$ cat src/hw/rtl/ced_pkg.sv
// Package of the C escape decoder: decode phases, character constants,
// the escape letter table and the result bundle passed to the output queue.
// No dependencies.
`default_nettype none

package ced_pkg;

	typedef enum logic [1:0] {
		PH_TEXT   = 2'd0,
		PH_ESCAPE = 2'd1,
		PH_OCTAL  = 2'd2,
		PH_SPARE  = 2'd3
	} phase_t;

	localparam logic [7:0] ESC_CHAR       = 8'h5C;
	localparam logic [7:0] OCT_ZERO       = 8'h30;
	localparam logic [7:0] OCT_SEVEN      = 8'h37;
	localparam logic [1:0] OCT_MAX_DIGITS = 2'd3;

	typedef struct packed {
		logic [1:0] count;
		logic [7:0] res0;
		logic [7:0] res1;
	} dec_res_t;

	function automatic logic [7:0] escape_letter(input logic [7:0] b);
		logic [7:0] r;
		unique case (b)
			8'h61: r = 8'd7;
			8'h62: r = 8'd8;
			8'h66: r = 8'd12;
			8'h6E: r = 8'd10;
			8'h72: r = 8'd13;
			8'h74: r = 8'd9;
			8'h76: r = 8'd11;
			default: r = b;
		endcase
		return r;
	endfunction

	function automatic logic is_octal(input logic [7:0] b);
		return (b >= OCT_ZERO) && (b <= OCT_SEVEN);
	endfunction

endpackage

`default_nettype wire

$ cat src/hw/rtl/ced_decode.sv
// Decode step of the C escape decoder: holds the phase and octal run state
// and turns one registered word into zero to two result bytes.
// Depends on ced_pkg.
`default_nettype none

module ced_decode (
	input  wire logic            clk,
	input  wire logic            arst_n,
	input  wire logic            step,
	input  wire logic [7:0]      in_byte,
	input  wire logic            is_final,
	output ced_pkg::dec_res_t    res
);

	ced_pkg::phase_t phase_q, phase_d;
	logic [7:0] oval_q, oval_d;
	logic [1:0] odig_q, odig_d;
	logic       plain;
	logic       oct;
	logic [2:0] digit;
	logic [7:0] nval;
	logic [1:0] ndig;

	assign oct   = ced_pkg::is_octal(in_byte);
	assign digit = in_byte[2:0];
	assign nval  = {oval_q[4:0], digit};
	assign ndig  = odig_q + 2'd1;

	always_comb begin
		phase_d   = ced_pkg::PH_TEXT;
		oval_d    = oval_q;
		odig_d    = odig_q;
		plain     = 1'b0;
		res.count = 2'd0;
		res.res0  = 8'd0;
		res.res1  = 8'd0;
		unique case (phase_q)
			ced_pkg::PH_ESCAPE: begin
				if (oct) begin
					oval_d = {5'd0, digit};
					odig_d = 2'd1;
					if (is_final) begin
						res.count = 2'd1;
						res.res0  = {5'd0, digit};
					end else begin
						phase_d = ced_pkg::PH_OCTAL;
					end
				end else begin
					res.count = 2'd1;
					res.res0  = ced_pkg::escape_letter(in_byte);
				end
			end
			ced_pkg::PH_OCTAL: begin
				if (oct) begin
					oval_d = nval;
					odig_d = ndig;
					if ((ndig >= ced_pkg::OCT_MAX_DIGITS) || is_final) begin
						res.count = 2'd1;
						res.res0  = nval;
						oval_d    = 8'd0;
						odig_d    = 2'd0;
					end else begin
						phase_d = ced_pkg::PH_OCTAL;
					end
				end else begin
					res.count = 2'd1;
					res.res0  = oval_q;
					oval_d    = 8'd0;
					odig_d    = 2'd0;
					plain     = 1'b1;
				end
			end
			default: begin
				plain = 1'b1;
			end
		endcase
		if (plain) begin
			if (in_byte == ced_pkg::ESC_CHAR) begin
				if (!is_final) begin
					phase_d = ced_pkg::PH_ESCAPE;
				end
			end else if (res.count == 2'd0) begin
				res.count = 2'd1;
				res.res0  = in_byte;
			end else begin
				res.count = 2'd2;
				res.res1  = in_byte;
			end
		end
		if (is_final) begin
			phase_d = ced_pkg::PH_TEXT;
			oval_d  = 8'd0;
			odig_d  = 2'd0;
		end
	end

	always_ff @(posedge clk or negedge arst_n) begin
		if (!arst_n) begin
			phase_q <= ced_pkg::PH_TEXT;
			oval_q  <= 8'd0;
			odig_q  <= 2'd0;
		end else if (step) begin
			phase_q <= phase_d;
			oval_q  <= oval_d;
			odig_q  <= odig_d;
		end
	end

endmodule

`default_nettype wire

$ cat src/hw/rtl/ced_outq.sv
// Four-entry result queue of the C escape decoder: takes up to two bytes
// per cycle from the decode step and hands them out one word at a time.
// Depends on ced_pkg.
`default_nettype none

module ced_outq (
	input  wire logic              clk,
	input  wire logic              arst_n,
	input  wire logic              push,
	input  wire ced_pkg::dec_res_t res,
	output logic                   room,
	output logic                   out_valid,
	input  wire logic              out_ready,
	output logic [7:0]             out_byte,
	output logic                   run_last
);

	logic [8:0] mem_q [4];
	logic [1:0] wp_q;
	logic [1:0] rp_q;
	logic [2:0] cnt_q;
	logic [1:0] pn;
	logic       pop;

	assign pn        = push ? res.count : 2'd0;
	assign pop       = out_valid && out_ready;
	assign room      = cnt_q <= 3'd2;
	assign out_valid = cnt_q != 3'd0;
	assign out_byte  = mem_q[rp_q][8:1];
	assign run_last  = mem_q[rp_q][0];

	always_ff @(posedge clk) begin
		if (pn != 2'd0) begin
			mem_q[wp_q] <= {res.res0, pn == 2'd1};
		end
		if (pn == 2'd2) begin
			mem_q[wp_q + 2'd1] <= {res.res1, 1'b1};
		end
	end

	always_ff @(posedge clk or negedge arst_n) begin
		if (!arst_n) begin
			wp_q  <= 2'd0;
			rp_q  <= 2'd0;
			cnt_q <= 3'd0;
		end else begin
			wp_q  <= wp_q + pn;
			rp_q  <= rp_q + {1'b0, pop};
			cnt_q <= cnt_q + {1'b0, pn} - {2'b00, pop};
		end
	end

endmodule

`default_nettype wire

$ cat src/hw/rtl/c_escape_decoder.sv
// Top level of the C escape decoder: input register, decode step and
// result queue. Depends on ced_pkg, ced_decode and ced_outq.
//
// Usage: text bytes enter on the in_valid/in_ready channel with is_final
// set on the last byte of each string. Decoded bytes leave on the
// out_valid/out_ready channel; run_last marks the last decoded byte that
// one input word produced. An input word gives zero, one or two results.
// One input word is taken per cycle while the receiver keeps up; the
// output drains one word per cycle while out_ready is high, so a word
// that yields two results takes two output transfers. A four-entry
// result queue sits between the decode step and the output, and the
// registered word is decoded only when the queue has room for two
// results; a stalled receiver therefore fills the queue and then holds
// in_ready low without losing anything.
// Reset clears the decode phase, the octal run and the queue.
`default_nettype none

module c_escape_decoder (
	input  wire logic       clk,
	input  wire logic       arst_n,
	input  wire logic       in_valid,
	output logic            in_ready,
	input  wire logic [7:0] in_byte,
	input  wire logic       is_final,
	output logic            out_valid,
	input  wire logic       out_ready,
	output logic [7:0]      out_byte,
	output logic            run_last
);

	logic              valid_s1;
	logic [7:0]        byte_s1;
	logic              final_s1;
	logic              room;
	logic              step;
	ced_pkg::dec_res_t res;

	assign step     = valid_s1 && room;
	assign in_ready = !valid_s1 || room;

	always_ff @(posedge clk or negedge arst_n) begin
		if (!arst_n) begin
			valid_s1 <= 1'b0;
		end else if (in_ready) begin
			valid_s1 <= in_valid;
		end
	end

	always_ff @(posedge clk) begin
		if (in_ready && in_valid) begin
			byte_s1  <= in_byte;
			final_s1 <= is_final;
		end
	end

	ced_decode u_decode (
		.clk      (clk),
		.arst_n   (arst_n),
		.step     (step),
		.in_byte  (byte_s1),
		.is_final (final_s1),
		.res      (res)
	);

	ced_outq u_outq (
		.clk       (clk),
		.arst_n    (arst_n),
		.push      (step),
		.res       (res),
		.room      (room),
		.out_valid (out_valid),
		.out_ready (out_ready),
		.out_byte  (out_byte),
		.run_last  (run_last)
	);

endmodule

`default_nettype wire

$ cat config.mk
export PLATFORM = sky130hd
export DESIGN_NAME = c_escape_decoder
export DESIGN_NICKNAME = d
export VERILOG_FILES = /design/src/hw/rtl/ced_pkg.sv /design/src/hw/rtl/ced_decode.sv /design/src/hw/rtl/ced_outq.sv /design/src/hw/rtl/c_escape_decoder.sv
export SDC_FILE = /design/constraint.sdc
export NUM_CORES = 1
export LEC_CHECK = 0
export BUFFER_PORTS_ARGS = -buffer_cell sky130_fd_sc_hd__buf_2
export CAP_MARGIN = 20
export CORE_MARGIN = 2
export CORE_UTILIZATION = 29
export DETAILED_ROUTE_END_ITERATION = 10
export PLACE_DENSITY = 0.48
export SLEW_MARGIN = 40
export SYNTH_ARGS = -nofsm -noshare
export SYNTH_HDL_FRONTEND = slang
export SYNTH_SLANG_ARGS = --single-unit
$ cat constraint.sdc
create_clock -name clk -period 3.7 [get_ports clk]
set_input_delay 0.37 -clock clk [delete_from_list [all_inputs] [get_ports clk]]
set_output_delay 0.37 -clock clk [all_outputs]
set_load 0.03 [all_outputs]
Word level (Yosys, flattened, before mapping)
Memories as Yosys holds them, arrays and structs flattened.
Cells that the tools add are included.
{"block": "op_classes", "n_addsub": 6, "magnitude_cmp": 4, "n_eq_ne": 13, "n_mux": 35, "reduce_logical": 12}
{"op": "$eq A8 B7 Y1 const B", "n": 8}
{"op": "$pmux W8 S7", "n": 1}
{"op": "$mux W8", "n": 6}
{"op": "$mux W18", "n": 2}
{"op": "$mux W9", "n": 4}
{"op": "$mux W2", "n": 12}
{"op": "$pmux W10 S2", "n": 1}
{"op": "$pmux W8 S2", "n": 1}
{"op": "$ge A8 B6 Y1 const B", "n": 1}
{"op": "$le A8 B6 Y1 const B", "n": 1}
{"op": "$pmux W2 S2", "n": 2}
{"op": "$reduce_bool A3 Y1", "n": 2}
{"op": "$mux W1", "n": 5}
{"op": "$add A2 B1 Y2 const B", "n": 2}
{"op": "$eq A2 B1 Y1 const B", "n": 2}
{"op": "$eq A2 B2 Y1 const B", "n": 2}
{"op": "$logic_and A1 B1 Y1", "n": 4}
{"op": "$add A3 B2 Y3", "n": 1}
{"op": "$le A3 B2 Y1 const B", "n": 1}
{"op": "$ne A3 B2 Y1 const B", "n": 1}
{"op": "$reduce_and A3 Y1", "n": 1}
{"op": "$sub A3 B1 Y3", "n": 1}
{"op": "$add A2 B1 Y2", "n": 1}
{"op": "$add A2 B2 Y2", "n": 1}
{"op": "6 further kinds", "n": 7}
{"block": "word_totals", "ff_bits": 29, "mem_bits_rw": 36, "output_inout_bits": 11, "word_cells": 80, "n_memories": 1}
{"memory": "u_outq.mem_q", "depth": 4, "width": 9, "read_ports": 1, "rd_clocked_by_memory_dff": 0, "wr": 2, "line_no": "ced_outq.sv:18", "rtl": "logic [8:0] mem_q [4];"}

Logic depth before layout (Yosys ltp)
Gate-level depths: netlist (run 1).
{"block": "depth", "depth_word": 14, "mapped_depth": 14}

Cells and area by module
Synthesis (run 1) repeated with hierarchy kept, for this count alone.
{"block": "unflattened", "hier_cells": 319, "hier_area_um2": 3696.0}
{"module": "ced_outq", "instances": 1, "cells_per_inst": 146, "area_per_inst_um2": 2133.3}
{"module": "ced_decode", "instances": 1, "cells_per_inst": 159, "area_per_inst_um2": 1232.4}
{"module": "c_escape_decoder", "instances": 1, "cells_per_inst": 14, "area_per_inst_um2": 330.3}

Worst setup path after synthesis (run 1)
No wires, ideal clock.
{"block": "synth_path", "kind": "flip-flop to flip-flop", "from": "register byte_s1[3]", "to": "memory u_outq.mem_q[3][1], enable pin", "setup_ns": 0.329, "arrival_time_ns": 3.004, "slack_ns": 0.367, "stages_incl_launch_ff": 13, "path_buffers": 2, "period_less_slack_ns": 3.333, "cell_sequence": "edfxtp_1 > buf_2 > and4bb_1 > nand2_1 > clkbuf_1 > o21ai_0 > a21oi_1 > ha_1 > nor2b_1 > o311ai_2 > o31ai_4 > nand3_4 > nand2_1"}
{"element": "start: declaration", "line_no": "c_escape_decoder.sv:32", "rtl": "logic [7:0] byte_s1;"}
{"element": "start signal: assignment", "line_no": "c_escape_decoder.sv:51", "rtl": "byte_s1 <= in_byte;"}
{"element": "end: declaration", "line_no": "ced_outq.sv:18"}

==> results of run 1 <==
==> cell usage in the layout, fill, tap and decap left out, types with 3 or more instances in the layout <==
master,instances
sky130_fd_sc_hd__buf_2,23
sky130_fd_sc_hd__ha_1,7
sky130_fd_sc_hd__dfxtp_1,4
sky130_fd_sc_hd__a21oi_1,19
sky130_fd_sc_hd__nand3b_1,6
sky130_fd_sc_hd__nor2_1,11
sky130_fd_sc_hd__o21ai_0,5
sky130_fd_sc_hd__inv_1,10
sky130_fd_sc_hd__nand3_1,13
sky130_fd_sc_hd__edfxtp_1,41
sky130_fd_sc_hd__a31oi_1,6
sky130_fd_sc_hd__nor3_1,4
sky130_fd_sc_hd__xnor2_1,4
sky130_fd_sc_hd__nand2_4,3
sky130_fd_sc_hd__mux4_2,9
sky130_fd_sc_hd__o22ai_1,31
sky130_fd_sc_hd__nand4_1,3
sky130_fd_sc_hd__dfrtp_1,20
sky130_fd_sc_hd__nand2b_1,7
sky130_fd_sc_hd__a22o_1,9
sky130_fd_sc_hd__buf_4,13
sky130_fd_sc_hd__or3_1,3
sky130_fd_sc_hd__o21ai_1,6
sky130_fd_sc_hd__xor2_1,3
sky130_fd_sc_hd__o221ai_1,4
sky130_fd_sc_hd__nand2_1,29
sky130_fd_sc_hd__a21o_1,6
sky130_fd_sc_hd__clkbuf_16,9
sky130_fd_sc_hd__nor2b_1,9
==> path summary, 6_finish.rpt <==
kind	slack, ns	cells past startpoint	to	start
worst max register to register	0.32	10	u_outq.mem_q[3][5]	byte_s1[7]
min in group clk	0.21	1	byte_s1[0]	in_byte[0]
worst min register to register	0.49	2	u_decode.odig_q[1]	u_decode.odig_q[1]
max in group asynchronous	3.38	1	u_decode.phase_q[1]	arst_n
worst min-delay path	-0.01	1	u_decode.odig_q[0]	arst_n
worst max-delay path	0.32	10	u_outq.mem_q[3][5]	byte_s1[7]
==> worst max-delay path, cell delays in order (launching register included) <==
cell and delay, ns:
sky130_fd_sc_hd__edfxtp_1 0.50, sky130_fd_sc_hd__and4bb_1 0.42, sky130_fd_sc_hd__nand2_1 0.09, sky130_fd_sc_hd__o21ai_0 0.17
sky130_fd_sc_hd__a21oi_1 0.10, sky130_fd_sc_hd__ha_1 0.36, sky130_fd_sc_hd__nor2b_1 0.17, sky130_fd_sc_hd__o311ai_2 0.13
sky130_fd_sc_hd__o31ai_4 0.58, sky130_fd_sc_hd__nand3_4 0.18, sky130_fd_sc_hd__nand2_1 0.33
==> cell families after synthesis <==
family                   after synthesis  synth area share, %
multiplexers                          11                 5.98
AO/OA/AOI/OAI                        102                 18.6
AND/OR/NAND/NOR                      113                 19.6
buffers and inverters                 27                 2.94
adder cells (fa/ha/maj)                8                 2.87
XOR/XNOR                               7                 1.64
flip-flops                            65                 48.4
==> metal layers <==
layer / vias up / GRT usage, % / wire, µm
met5: - / 0 / 0
met4: 0 / 3.92 / 83
met3: 8 / 3.73 / 578
met2: 105 / 21.4 / 4360
met1: 1384 / 19.9 / 4350
li1: 1360 / - / -
==> through the flow <==
step                area (µm²)  hold WS [ns]  utilization (%)
finish                    4400       -0.0100             34.9
global route              4400        0.0375             34.9
CTS                       4400       0.00440             34.9
detailed placement        4100         0.363             32.5
global placement          4100         0.350             32.5
floorplan                 3750        0.0744                -
==> synth_stat cells (2+ instances only) <==
library cell | instances | area [µm²]
sky130_fd_sc_hd__and3_1 | 2 | 12.5
sky130_fd_sc_hd__a21oi_1 | 19 | 95.1
sky130_fd_sc_hd__mux4_2 | 9 | 203
sky130_fd_sc_hd__and2_1 | 2 | 12.5
sky130_fd_sc_hd__a31oi_1 | 6 | 37.5
sky130_fd_sc_hd__nor3_1 | 4 | 20.0
sky130_fd_sc_hd__nor2b_1 | 9 | 56.3
sky130_fd_sc_hd__dfxtp_1 | 4 | 80.1
sky130_fd_sc_hd__buf_2 | 4 | 20.0
sky130_fd_sc_hd__nand3b_1 | 6 | 45.0
sky130_fd_sc_hd__nand2_1 | 29 | 109
sky130_fd_sc_hd__nor4b_1 | 2 | 17.5
sky130_fd_sc_hd__nand2_4 | 3 | 33.8
sky130_fd_sc_hd__xor2_1 | 3 | 26.3
sky130_fd_sc_hd__o221ai_1 | 4 | 35.0
sky130_fd_sc_hd__nor3_2 | 2 | 20.0
sky130_fd_sc_hd__dfrtp_1 | 20 | 500
sky130_fd_sc_hd__o21ai_1 | 6 | 30.0
sky130_fd_sc_hd__nand3_1 | 13 | 65.1
sky130_fd_sc_hd__o21bai_1 | 2 | 15.0
sky130_fd_sc_hd__a22oi_1 | 2 | 15.0
sky130_fd_sc_hd__a21o_1 | 6 | 45.0
sky130_fd_sc_hd__inv_1 | 10 | 37.5
sky130_fd_sc_hd__xnor2_1 | 4 | 35.0
sky130_fd_sc_hd__edfxtp_1 | 41 | 1230
sky130_fd_sc_hd__or3_1 | 3 | 18.8
sky130_fd_sc_hd__a22o_1 | 9 | 78.8
sky130_fd_sc_hd__ha_1 | 7 | 87.6
sky130_fd_sc_hd__a21oi_2 | 2 | 17.5
sky130_fd_sc_hd__nor2_1 | 11 | 41.3
sky130_fd_sc_hd__o21ai_0 | 5 | 25.0
sky130_fd_sc_hd__o22ai_1 | 31 | 194
sky130_fd_sc_hd__nand4_1 | 3 | 18.8
sky130_fd_sc_hd__nor3b_2 | 2 | 25.0
sky130_fd_sc_hd__clkbuf_1 | 11 | 41.3
sky130_fd_sc_hd__nand2b_1 | 7 | 43.8
sky130_fd_sc_hd__or2_2 | 2 | 12.5
sky130_fd_sc_hd__nand3_4 | 2 | 35.0
==> power by group <==
group / switching [mW] / total [mW] / internal (mW)
clock network: 0.321 / 0.840 / 0.519
registers: 0.168 / 1.14 / 0.968
logic: 0.679 / 1.12 / 0.440
total: 1.17 / 3.10 / 1.93
==> final cells by class <==
| type | instances | share of cell area [%] |
|---|---|---|
| well taps | 172 | 4.89 |
| inverters | 10 | 0.853 |
| clock inverters | 7 | 1.62 |
| flip-flops and latches | 65 | 41.2 |
| multi-input cells | 241 | 41.5 |
| clock buffers | 9 | 5.12 |
| repair buffers | 36 | 4.84 |
==> registers in the layout, summed over array words and instances, names as in the netlist <==
name	cells
byte_s1	8
final_s1	1
u_decode.odig_q	2
u_decode.oval_q	8
u_decode.phase_q	2
u_outq.cnt_q	3
u_outq.mem_q	36
u_outq.rp_q	2
u_outq.wp_q	2
valid_s1	1
==> results.md, run 1 <==
- The run finished, with violations left.
- The checks that failed: hold timing.
- The area growth from synthesis to layout is 17.4%.
- The number of buffers created by CTS is 9.
- The post-detailed-route via-to-cell ratio is 5.29.
- The post-synthesis cell count is 333.
- The total negative slack for setup checks is 0 ns.
- The floorplan step set the die width to 118 µm.
- Yosys mapped a number of flops with a built-in enable equal to 41.
- The count of endpoints failing hold in the final timing report is 20.
- The overall overflow remaining after global route is 0.
- Setup repair after global routing left no endpoint under its margin.
- The routed layout has 2,857 vias.
- The type of the tightest min-delay check is primary input to async pin.
- The vertical extent of the die is 118 µm.
- For the worst-skew pair, the clock arrives at the later sink with an insertion delay of 0.33 ns.
- The max capacitance violation total is 0.
- The floorplan row count is 41.
- The count of nets left with antenna violations once routing finished came out at 0.
- During I/O placement, the number of pins put on the boundary was 24.
- CTS saw 65 sinks.
- The average cell area after synthesis is 11.2 µm².
- In the final routed layout, each cell accounts on average for 17.4 µm.
- The sequential cells in the finished layout cover a total of 1810 µm².
- The repair_antennas step left the layout with diodes totalling 0.
- The number of standard cells in the final layout excluding fillers is 540.
- The kind of end point of the critical path is a register.
- The net count after synthesis is 354.
- The post-route minimum period is 3.38 ns.
- Across every metal layer, demand over resource in global routing totals 14.1%.
- The distinct cell type count of the synthesized netlist is 64.
- The root buffer cell chosen for the clock tree is sky130_fd_sc_hd__clkbuf_16.
- Detailed placement ended at an HPWL of 7.02 mm.
- The largest voltage drop on the vdd net is 0.364 mV.
- The area used by multi-input combinational logic is 1820 µm².
- The placer congestion estimate is 0.855.
- The maximum number of pins on one net before global-route repair is 21.
- The cts-stage hold buffer count is 0.
- The worst-case clock skew is 0.00596 ns.
- The total chip power is 3.10 mW.
- Setup violations remaining at the end of the flow were counted as 0.
- Sequential cells were found to cover 48.4% of the synthesized design area.
- The critical path data required time is 3.69 ns.
- The count of buffers inserted at the top-level ports is 23.
- The worst slack after detailed placement is 0.310 ns.
- The initial core utilization is 29.7%.
- For the pin with the worst max-slew slack, the measured transition is 0.642 ns.
- Wires add up to 9.37 mm.
- Yosys printed 0 warnings.
- The commonest register cell after synthesis is sky130_fd_sc_hd__edfxtp_1.
- The leakage dissipation is 1.55 nW.
- The detailed-routing iteration count for the pre-antenna-repair pass is 6.
- The initial antenna violation count came to 0.
- The number of cells upsized or downsized after cts is 0.
- The depth of the CTS H-tree is 3.
- The category of the most critical setup path is register to register.
- The worst path setup slack after routing is 0.323 ns.
- The clock passes through at most 2 buffers.
- In this run the worst path has a maximum fanout of 8.
- The placeable core region is 12,600 µm².
- Data arrives at the worst endpoint at 3.37 ns.
- TritonCTS built the clock tree.
- The final worst hold slack is -0.0100 ns.
- Counting flops and latches in the post-synthesis netlist gives 65.
- The number of instances in the placed design is 524.
- Cells with a size suffix above 1 make up 22.6% of the layout.
- The mapped netlist covers 3750 µm².
- The via count of the first global-routing pass is 2,829.
- The fraction of synthesis flops using an asynchronous set or reset pin is 30.8%.
- The wire length of the first global-routing pass is 15.5 mm.
- The residual DRC count is 0.
- The post-CTS setup buffer count is 0.
- The maximum clock frequency is 296 MHz.
- The fill cell total of the finished layout is 1,306.
- Measured against its own limit, the worst slew margin works out to 56.9%.
- The die outline area is 13,800 µm².
- In this run, the number of DRC markers left after iteration 0 of detailed routing was 274.
- STA classifies the critical path startpoint as a register.
- The clock-pin transition on the worst setup and hold timing paths is 0.06 ns.
- The share of the clock period used by the worst path is 91.3%.
- The total count of max-transition violations in the final report is 0.
- Dividing total power by cell area gives a power density of 704 nW/µm².
- The count of nets after finishing is 384.
(Power assumes the default switching activity.)
==> inputs of run 2 (changes only) <==
--- a/config.mk
+++ b/config.mk
@@ -10,6 +10,7 @@
 export CORE_MARGIN = 2
 export CORE_UTILIZATION = 29
 export DETAILED_ROUTE_END_ITERATION = 10
+export HOLD_SLACK_MARGIN = 0.12
 export PLACE_DENSITY = 0.48
 export SLEW_MARGIN = 40
 export SYNTH_ARGS = -nofsm -noshare
==> run 2 against run 1 <==
Compared with the run above: the run now ends clean; sequential cell count unchanged; sequential power about the same; critical path depth unchanged; highest routed layer unchanged.
==> results.md, run 2 (synthesis results as in run 1) <==
- TritonCTS built the clock tree.
- For this run, the top clock speed supported by timing is 297 MHz.
- The library cell used most frequently in the layout, excluding fill and tap cells, is sky130_fd_sc_hd__edfxtp_1.
- Once the floorplan was initialized, standard cells occupied 29.7% of the core.
- The wire length of the first global-routing pass is 15.5 mm.
- The floorplan step defined a die boundary enclosing 13,800 µm².
- The total count of max-transition violations in the final report is 0.
- Detailed placement finished with a half-perimeter wire length of 7.02 mm.
- Clock-pin slew was measured on the worst setup and hold paths at 0.06 ns.
- The post-layout instance area is 4410 µm².
- The post-detailed-route via-to-cell ratio is 5.23.
- Dividing the detail-routed wire length by the instance count gives 17.4 µm.
- In this run, the number of DRC markers left after iteration 0 of detailed routing was 267.
- The kind of end point of the critical path is a register.
- The switching share of total power is 37.8%.
- The count of endpoints failing hold in the final timing report is 0.
- The number of buffers created by CTS is 9.
- The worst setup path is launched from a register.
- The initial antenna violation count is 0.
- VDD sags by at most 0.364 mV.
- The total routing usage reported by global routing is 14.1%.
- The detailed-routing iteration count for the pre-antenna-repair pass is 5.
- The count of nets after finishing is 385.
- The residual DRC count is 0.
- The combinational group share of total power is 36.2%.
- The x dimension of the die is 118 µm.
- For this design the top-level I/O count stands at 24.
- Setup repair after global routing left no endpoint under its margin.
- The number of antenna diodes is 0.
- In the final layout, the registers with the most flip-flops are u_outq.mem_q: 36 flops, byte_s1: 8 flops, u_decode.oval_q: 8 flops.
- For the worst setup path, the data arrival time is 3.36 ns.
- Of all nets on the critical path, the largest fanout is 8.
- The worst setup path is of the register to register kind.
- Clock latency on the worst-skew pair, taken at its later pin, is 0.33 ns.
- The flow ran to the end, and the final reports show no timing, DRC or antenna violations.
- The final antenna-violating net count is 0.
- The post-route minimum period is 3.37 ns.
- The total length of routed wires is 9.43 mm.
- The part of the total power dissipated in sequential elements is 36.7%.
- The instance area after placement is 4100 µm².
- Across the run, the number of max-cap violations was 0.
- Detailed routing inserted a total of 2,832 vias.
- The register with the most flip-flops in the final layout is u_outq.mem_q.
- The cell sitting at the root of the clock tree is a sky130_fd_sc_hd__clkbuf_16.
- In the final layout, the share of cells above drive strength 1 is 22.5%.
- The net load switching power is 1.17 mW.
- The number of buffers on the longest clock path is 2.
- The worst hold path belongs to the class primary input to register.
- The clock network is responsible for 27.1% of the overall power.
- The area growth from synthesis to layout is 17.7%.
- The worst path uses 91.1% of the clock period.
- The fill cell total of the finished layout is 1,308.
- The placer congestion estimate is 0.855.
- In this run the power density over the cells is 703 nW/µm².
- For this design, the sink count on the clock tree is 65.
- Entering global routing, the biggest net connects 21 pins.
- Summed over all cells, the static leakage comes to 1.55 nW.
- The vertical extent of the die is 118 µm.
- In this run the tool buffered the top-level ports with 23 buffer cells.
- The H-tree was split into 3 levels.
- The final count of negative-setup-slack endpoints is 0.
- The placeable core region is 12,600 µm².
- The internal power of the cells totals 1.93 mW.
- Headroom to the max-slew limit came out at 57.5%.
- After routing, the total negative slack on setup checks comes to 0 ns.
- Once the clock tree was built, the setup fixing pass inserted 0 buffers.
- The overall overflow remaining after global route is 0.
- STA puts the critical path data required time at 3.69 ns.
- The worst-case clock skew is 0.00612 ns.
- Leaving out fill and tap cells, the most frequent cells in the layout are sky130_fd_sc_hd__edfxtp_1, sky130_fd_sc_hd__o22ai_1, sky130_fd_sc_hd__nand2_1.
- The slew at the pin closest to its max-slew limit is 0.633 ns.
- The floorplan row count is 41.
- The via count of the first global-routing pass is 2,835.
- The register with the most flip-flops in the layout has 36 of them.
## run 2: cell types whose count changed in the layout (fill, tap and decap cells not counted)
cell,change
sky130_fd_sc_hd__dlygate4sd3_1,+1
## run 2: final timing paths
check	start	end	slack [ns]	depth (start not counted)
min in group asynchronous	arst_n	u_decode.odig_q[0]	0.54	2
max	byte_s1[7]	u_outq.mem_q[0][7]	0.33	10
max reg2reg	byte_s1[7]	u_outq.mem_q[0][7]	0.33	10
max in group asynchronous	arst_n	u_decode.oval_q[5]	2.83	2
min	in_byte[0]	byte_s1[0]	0.21	1
min reg2reg	u_decode.odig_q[1]	u_decode.odig_q[1]	0.49	2
## run 2: area by class of cell
cell class | count | area, µm² | share of cell area [%]
timing repair buffer | 37 | 223 | 5.05
multi-input combinational | 241 | 1820 | 41.4
clock inverter | 7 | 71.3 | 1.62
tap | 172 | 215 | 4.88
inverter | 10 | 37.5 | 0.852
clock buffer | 9 | 225 | 5.11
sequential | 65 | 1810 | 41.1
## run 2: layer usage
layer  global-route usage (%)  part of all wire, %
met1                     19.9                   48
met2                     21.4                   46
met3                     3.73                  5.2
met5                        0                    0
met4                     3.92                 0.83
## run 2: critical path, stage by stage, from the launching register on
cell and delay [ns]:
sky130_fd_sc_hd__edfxtp_1 0.50, sky130_fd_sc_hd__and4bb_1 0.42, sky130_fd_sc_hd__nand2_1 0.09, sky130_fd_sc_hd__o21ai_0 0.16, sky130_fd_sc_hd__a21oi_1 0.10, sky130_fd_sc_hd__ha_1 0.35, sky130_fd_sc_hd__nor2b_1 0.17, sky130_fd_sc_hd__o311ai_2 0.13
sky130_fd_sc_hd__o31ai_4 0.58, sky130_fd_sc_hd__nand2_4 0.15, sky130_fd_sc_hd__nand2_1 0.35
## run 2: through the flow
step	hold slack, ns	total power [mW]	instances	util, %	worst slack, ns
3_3_place_gp	0.350	2.27	524	32.5	0.364
3_5_place_dp	0.363	2.29	524	32.5	0.310
4_1_cts	0.201	3.14	541	34.9	0.289
2_1_floorplan	0.0744	1.97	333	-	0.367
5_1_grt	0.204	3.28	541	34.9	0.0710
6_report	0.212	3.10	541	34.9	0.328
## run 2: power groups by stage
| stage | clock, mW | sequential (mW) | combinational [mW] |
|---|---|---|---|
| floorplan | 0 | 1.04 | 0.932 |
| global placement | 0 | 1.16 | 1.12 |
| detailed placement | 0 | 1.16 | 1.13 |
| CTS | 0.860 | 1.15 | 1.13 |
| global route | 0.888 | 1.17 | 1.21 |
| finish | 0.839 | 1.14 | 1.12 |
## run 2: repair_timing
item | in CTS | in global routing
hold buffers | 1 | 0
gates resized for setup | 0 | 0
hold endpoints to repair | 20 | 0
==> inputs of run 3 (changes only) <==
--- a/config.mk
+++ b/config.mk
@@ -12,6 +12,7 @@
 export DETAILED_ROUTE_END_ITERATION = 10
 export HOLD_SLACK_MARGIN = 0.12
 export PLACE_DENSITY = 0.48
+export RECOVER_POWER = 50
 export SLEW_MARGIN = 40
 export SYNTH_ARGS = -nofsm -noshare
 export SYNTH_HDL_FRONTEND = slang
==> run 3 against run 2 <==
Compared with the run above: core utilization decreased by 0.27 points; cell area decreased by 0.77%; register-to-register slack about the same; global-route usage unchanged; sequential power about the same; sequential share of layout area increased by 0.32 points; clock skew increased by 0.00060 ns.
==> results.md, run 3 (synthesis results as in run 1) <==
- The worst register-to-register path has a setup slack of 0.33 ns.
- After clock tree synthesis, the clock-pin slew on the worst setup and hold paths is 0.06 ns.
- The family with the most delay on the worst path is simple AND/OR/NAND/NOR gates.
- The depth of the CTS H-tree is 3.
- The total negative slack for setup checks is 0 ns.
- TritonCTS built the clock tree.
- Summing over every cut layer, the via total after detailed routing is 2,854.
- The final count of negative-setup-slack endpoints is 0.
- The tool flagged a number of max-cap violations equal to 0.
- The instance area after placement is 4100 µm².
- For this block, the routed nets add up to 9.38 mm of wire.
- For the worst-skew pair, the clock arrives at the later sink with an insertion delay of 0.33 ns.
- The min-delay analysis places its worst path in the category primary input to register.
- The critical path is of the register to register type.
- The path with the worst hold slack has its endpoint at byte_s1[0].
- The iteration-0 DRC count of the detailed router is 221.
- The tree is rooted in a sky130_fd_sc_hd__clkbuf_16.
- The placer congestion estimate is 0.855.
- STA classifies the critical path startpoint as a register.
- The detailed placement HPWL is 7.02 mm.
- The placeable core region is 12,600 µm².
- Among all stages on the critical path, the largest delay is contributed by sky130_fd_sc_hd__o31ai_4.
- The critical path data required time is 3.69 ns.
- The number of cells upsized or downsized after cts is 0.
- The combined buffer and inverter count along the critical path is 0.
- The total routing usage reported by global routing is 14.1%.
- The initial core utilization is 29.7%.
- The post-detailed-route via-to-cell ratio is 5.28.
- In the finished design, the share of the clock period the worst path needs comes to 91.2%.
- The count of nets after finishing is 385.
- The overall overflow remaining after global route is 0.
- The slew at the pin closest to its max-slew limit is 1.14 ns.
- Dividing total power by cell area gives a power density of 700 nW/µm².
- The design draws 3.06 mW.
- The clock sink count is 65.
- The register with the most flip-flops in the layout has 36 of them.
- The fraction of layout instances using a drive strength above 1 is 18.2%.
- The beginning of the worst hold path is in_byte[0].
- Derived from the worst setup path, the maximum achievable clock frequency is 296 MHz.
- Along the worst hold path, the cell count comes to 1.
- The floorplan has 41 rows.
- Traced cell by cell, the critical path runs through and4bb_1 -> nand2_1 -> o21ai_0 -> a21oi_1 -> ha_1 -> nor2b_1 -> o311ai_2 -> o31ai_4 -> nand3_4 -> nand2_1.
- The final antenna-violating net count is 0.
- The first global-routing pass estimated 15.5 mm of wire.
- The die outline area is 13,800 µm².
- The post-layout instance area is 4370 µm².
- The number of buffers on the longest clock path is 2.
- The most numerous cell type found on the critical path is sky130_fd_sc_hd__nand2_1.
- The top cell types in the final layout, fill and taps aside, are sky130_fd_sc_hd__edfxtp_1, sky130_fd_sc_hd__o22ai_1, sky130_fd_sc_hd__nand2_1.
- The worst register-to-register path begins at byte_s1[7].
- For this design the static power due to leakage is 1.51 nW.
- The fill cell total of the finished layout is 1,318.
- The initial antenna violation count is 0.
- The area growth from synthesis to layout is 16.8%.
- Entering global routing, the biggest net connects 21 pins.
- The largest registers in the layout are u_outq.mem_q: 36 flops, byte_s1: 8 flops, u_decode.oval_q: 8 flops.
- The count of buffers inserted at the top-level ports is 23.
- The critical register-to-register path endpoint is u_outq.mem_q[3][5].
- The total count of max-transition violations in the final report is 0.
- The count of endpoints failing hold in the final timing report is 0.
- The vertical extent of the die is 118 µm.
- The tightest slew margin relative to the limit is 23.7%.
- The x dimension of the die is 118 µm.
- After detailed routing, the number of remaining DRC violations is 0.
- Setup repair after global routing left no endpoint under its margin.
- Along the worst path, the maximum fanout reaches 8.
- The largest voltage drop on the vdd net is 0.365 mV.
- On the worst path, the slowest cell contributes a delay of 0.59 ns.
- The most common cell after layout, fill and taps aside is sky130_fd_sc_hd__edfxtp_1.
- The via count of the first global-routing pass is 2,835.
- The wire length per cell after detailed routing is 17.3 µm.
- For the finished layout, the period the worst path requires is 3.37 ns.
- The flow ran to the end, and the final reports show no timing, DRC or antenna violations.
- The most flop-heavy register is u_outq.mem_q.
- The arrival time at the worst endpoint is 3.36 ns.
- Across the routed clock network, the largest skew measured is 0.00672 ns.
- The worst setup path is captured at a register.
- The detailed-routing iteration count for the pre-antenna-repair pass is 5.
- The worst register-to-register path has a depth of 10.
- The number of antenna diodes in the final layout is 0.
- 24 I/O pins were placed.
- The number of buffers created by CTS is 9.
## run 3: cell types whose count changed in the layout (fill, tap and decap cells not counted), sizes merged
cell,before,now
buf,36,23
clkbuf,9,22
## run 3: worst max-delay path by stage
stage                           from  slack (ns)  cells past startpoint                 end
after global placement    byte_s1[7]        0.36                     10  u_outq.mem_q[0][1]
after floorplan           byte_s1[3]        0.37                     12  u_outq.mem_q[3][1]
after detailed placement  byte_s1[7]        0.31                     10  u_outq.mem_q[1][4]
after global routing      byte_s1[7]        0.08                     10  u_outq.mem_q[0][7]
final                     byte_s1[7]        0.33                     10  u_outq.mem_q[3][5]
after CTS                 byte_s1[7]        0.29                     10  u_outq.mem_q[1][7]
## run 3: worst reg2reg max path, stage by stage, from the launching register on
cell and delay, ns:
sky130_fd_sc_hd__edfxtp_1 0.49, sky130_fd_sc_hd__and4bb_1 0.43, sky130_fd_sc_hd__nand2_1 0.09, sky130_fd_sc_hd__o21ai_0 0.17
sky130_fd_sc_hd__a21oi_1 0.10, sky130_fd_sc_hd__ha_1 0.36, sky130_fd_sc_hd__nor2b_1 0.17, sky130_fd_sc_hd__o311ai_2 0.13
sky130_fd_sc_hd__o31ai_4 0.59, sky130_fd_sc_hd__nand3_4 0.18, sky130_fd_sc_hd__nand2_1 0.33
## run 3: per-layer routing
metal  vias up  part of all wire [%]  global-route usage [%]
met4         0                   1.1                    3.92
met2        96                    46                    21.4
met3        13                   5.4                    3.73
met1      1383                    47                    19.9
li1       1362                     -                       -
met5         -                     0                       0
## run 3: area by class of cell
| type | instances | area [µm²] | area share [%] |
|---|---|---|---|
| timing repair buffer | 37 | 204 | 4.66 |
| multi-input combinational | 241 | 1810 | 41.4 |
| tap | 172 | 215 | 4.92 |
| clock inverter | 7 | 71.3 | 1.63 |
| inverter | 10 | 37.5 | 0.858 |
| sequential | 65 | 1810 | 41.4 |
| clock buffer | 9 | 225 | 5.15 |
## run 3: timing repair
action,CTS,global route
endpoints found under the hold margin,20,0
hold buffers,1,0
setup buffers,0,0
## run 3: through the flow
step | std cells | setup WS (ns) | hold slack [ns] | utilization [%]
global route | 541 | 0.0793 | 0.204 | 34.7
CTS | 541 | 0.289 | 0.201 | 34.9
floorplan | 333 | 0.367 | 0.0744 | -
detailed placement | 524 | 0.310 | 0.363 | 32.5
global placement | 524 | 0.364 | 0.350 | 32.5
finish | 541 | 0.326 | 0.214 | 34.7
## run 3: power by group
part	switching [mW]	internal, mW
sequential	0.166	0.969
combinational	0.682	0.406
clock	0.319	0.519
